File: src/sv/stable_max_priority_queue_defines.svh
// assertion macros for the stable max priority queue
// used by the top level; no other dependencies
`ifndef STABLE_MAX_PRIORITY_QUEUE_DEFINES_SVH
`define STABLE_MAX_PRIORITY_QUEUE_DEFINES_SVH

// same-cycle implication, disabled while in reset
`define SPQ_ASSERT_NOW(label, clk, rst_n, ante, cons) \
    label: assert property (@(posedge clk) disable iff (!rst_n) (ante) |-> (cons)) \
        else $error("priority queue check failed");

// next-cycle implication, disabled while in reset
`define SPQ_ASSERT_NEXT(label, clk, rst_n, ante, cons) \
    label: assert property (@(posedge clk) disable iff (!rst_n) (ante) |=> (cons)) \
        else $error("priority queue check failed");

`endif

File: src/sv/spq_ram.sv
// generic single write, single read ram with registered read data
// no dependencies
`default_nettype none

module spq_ram #(
    parameter int unsigned WIDTH = 64,
    parameter int unsigned DEPTH = 64
) (
    input  wire logic                     clk,
    input  wire logic                     we,
    input  wire logic [$clog2(DEPTH)-1:0] waddr,
    input  wire logic [WIDTH-1:0]         wdata,
    input  wire logic [$clog2(DEPTH)-1:0] raddr,
    output logic      [WIDTH-1:0]         rdata
);

    logic [WIDTH-1:0] mem [DEPTH];
    logic [WIDTH-1:0] rdata_reg;

    always_ff @(posedge clk)
    begin
        if (we)
        begin
            mem[waddr] <= wdata;
        end
        rdata_reg <= mem[raddr];
    end

    assign rdata = rdata_reg;

endmodule

`default_nettype wire

File: config.mk
export PLATFORM = sky130hd
export DESIGN_NAME = spq_ram
export DESIGN_NICKNAME = d
export VERILOG_FILES = /design/src/sv/stable_max_priority_queue_defines.svh /design/src/sv/spq_ram.sv
export SDC_FILE = /design/constraint.sdc
export NUM_CORES = 2
export LEC_CHECK = 0
export ABC_AREA = 0
export BUFFER_PORTS_ARGS = -buffer_cell sky130_fd_sc_hd__buf_2
export CAP_MARGIN = 20
export CELL_PAD_IN_SITES_DETAIL_PLACEMENT = 1
export CELL_PAD_IN_SITES_GLOBAL_PLACEMENT = 1
export CORE_UTILIZATION = 55
export CTS_CLUSTER_SIZE = 28
export DETAILED_ROUTE_END_ITERATION = 12
export GPL_ROUTABILITY_DRIVEN = 1
export PLACE_DENSITY_LB_ADDON = 0.1
export SLEW_MARGIN = 15
export SYNTH_ARGS = -nofsm -noshare
export SYNTH_HDL_FRONTEND = slang
export SYNTH_SLANG_ARGS = --single-unit
File: constraint.sdc
create_clock -name clk -period 7.3 [get_ports clk]
set_clock_uncertainty 0.1 [all_clocks]
set_input_delay 0.365 -clock clk [delete_from_list [all_inputs] [get_ports clk]]
set_output_delay 0.365 -clock clk [all_outputs]
set_load 0.05 [all_outputs]
==> flow_summary.ini <==
[sta]
period_share_pct = 38.4
worst_pin_slew_ns = 1.21
setup_violations = 0
finalSetupTns_ns = 0
fmax_ghz = 0.357
rsz0062_at_grt = false
whs_ns = 0.0465
slew_viol_final = 0
fin_crit_ns = 2.80
layout_setup_ws_ns = 4.50
relSlewSlack_pct = 19.7
hold_violations = 0

[floorplanning]
core-area_um2 = 283000
placementRows = 195
design.die.area_um2 = 286000
dieHeight_um = 535
start_util_pct = 55.3
die_x_um = 535
ios = 142

[layout]
fin_nets = 7139
fill_cells = 22200
final_cell_area_um2 = 177000
largest_register_ffs = 4096
drive_gt1_share_pct = 28.8
area_delta_synth_final_pct = 13.5
final_cell_mix = edfxtp_1, mux4_2, clkbuf_16
mostFrequentLayoutCell = edfxtp_1

[min_path]
hold_class = input port to flop
hold_depth = 1

[power]
cellLeakagePower_nw = 55.6
irDropWorstVdd_mv = 0.253
power.density_nw_per_um2 = 287
fin_total_pwr_mw = 50.9

[yosys]
synth_edf_count = 4096
ys_seq_area_share_pct = 79.5
ys_types = 33
synth-seq-cells = 4160
ys.flop_type = edfxtp_1
syn_inst = 6598
syn_area_um2 = 156000
avgSynthCellArea_um2 = 23.7
async_reset_ff_share_pct = 0
yosys_warnings = 0
syn_nets = 6676

[place]
portBuffers = 141
detailedPlace.worstSlack_ns = 3.59
placed_area_um2 = 162000
hpwlAfterDp_um = 240000
gp_congestion = 0.783

[detailed_routing]
drt_iter0_drc = 10100
drcViolationCount = 0
vias = 76700
wirelength_um = 449000
wl_per_cell_um = 40.1
ant_nets = 0
viasPerCell = 6.86
drt_pass1_iterations = 6

[global_route]
grtUsageMet1_pct = 45.4
grt_pass1_wl_um = 622000
antenna_found_initial = 30
use_met3_pct = 5.42
grt_pass1_vias = 78800
overflow = 0
globalRouteMet2Util_pct = 50.7
top_usage_layer = met2
grt_usage_pct = 31.6
grt_max_degree = 124

[outcome]
status = finished clean

[clocking]
clock_latency_ns = 0.97
cts_buffer_depth = 4
h-tree-depth = 5
root_buffer = clkbuf_16
clk_pin_slew_worst_paths_ns = 0.06
cts_buffers = 416
cts_sinks = 4160
cts_tree = built
post_cts_buffers = 0

[critical_path]
cp.required_ns = 7.77
rr_worst_depth = 5
cp-end-kind = flop
crit_fanout = 29
critical_path_class = input port to flop
cp-start-kind = input port
cp.arrival_ns = 3.27

[flow_run]
drv_cap = 0
[final timing paths]
path | from | slack [ns] | endpoint
max | waddr[5] | 4.50 | mem[59][47]
min | wdata[0] | 0.05 | mem[33][0]
max reg2reg | mem[11][32] | 5.07 | rdata[32]
min reg2reg | mem[62][44] | 0.72 | rdata[44]
[metrics by stage]
step / util, % / std cells
2_1_floorplan: - / 6598
3_3_place_gp: 57.5 / 10300
3_5_place_dp: 57.5 / 10300
4_1_cts: 62.4 / 11100
5_1_grt: 62.8 / 11200
6_report: 62.8 / 11200
[final cells by class]
class,count,area [µm²],area share [%]
Sequential cell,4160,124000,70.1
Multi-Input combinational cell,2049,30800,17.4
Clock buffer,535,11200,6.34
Tap cell,3743,4680,2.64
Timing Repair Buffer,415,3650,2.06
Clock inverter,246,2640,1.49
Inverter,19,71.3,0.0402
Antenna cell,18,45.0,0.0254
[cell families (layout without fill, tap and decap cells)]
group | after synthesis | count (layout) | synth area share, %
other | 0 | 18 | 0
DFF | 4160 | 4160 | 79.5
buffers and inverters | 389 | 1215 | 1.18
muxes | 1159 | 1159 | 15.6
AOI/OAI and AO/OA | 504 | 504 | 2.48
and+or+nand+nor | 386 | 386 | 1.24
[Yosys cell counts (19+ instances only)]
master | number | area [µm²]
a2bb2oi_1 | 19 | 166
and3_1 | 64 | 400
o221ai_1 | 38 | 333
dfxtp_1 | 64 | 1280
o22ai_1 | 83 | 519
mux2i_1 | 135 | 1350
buf_2 | 170 | 851
nor2b_1 | 28 | 175
a211oi_1 | 63 | 473
inv_1 | 19 | 71.3
edfxtp_1 | 4096 | 123000
or2_2 | 28 | 175
mux4_2 | 1024 | 23100
nor2_1 | 112 | 420
nand2_1 | 58 | 218
a41oi_1 | 26 | 228
or3_1 | 29 | 181
a22o_1 | 88 | 771
nand3_1 | 45 | 225
a22oi_1 | 168 | 1260
clkbuf_1 | 140 | 526
buf_1 | 20 | 75.1
buf_4 | 34 | 255
[power by group]
group	total (mW)	internal, mW	switching [mW]
clock	21.8	12.6	9.24
combinational	2.48	0.857	1.62
sequential	26.6	26.4	0.130
total	50.9	39.9	11.0
[per-layer routing]
layer	vias to the layer above	part of all wire, %	routed length, µm
li1	29500	-	-
met4	8	3.0	13500
met5	-	0.013	57
met2	4411	49	218000
met3	694	9.5	42400
met1	42200	39	174000
[worst max-delay path, stage by stage]
cell	delay [ns]
buf_2	0.18
nand3_1	0.80
nor2_4	1.12
buf_4	0.74
[timing repair]
item | CTS | global route
endpoints found under the hold margin | 301 | 1787
resized for setup | 0 | 0
hold buffers | 9 | 32
Power figures use the tool's default switching activity.
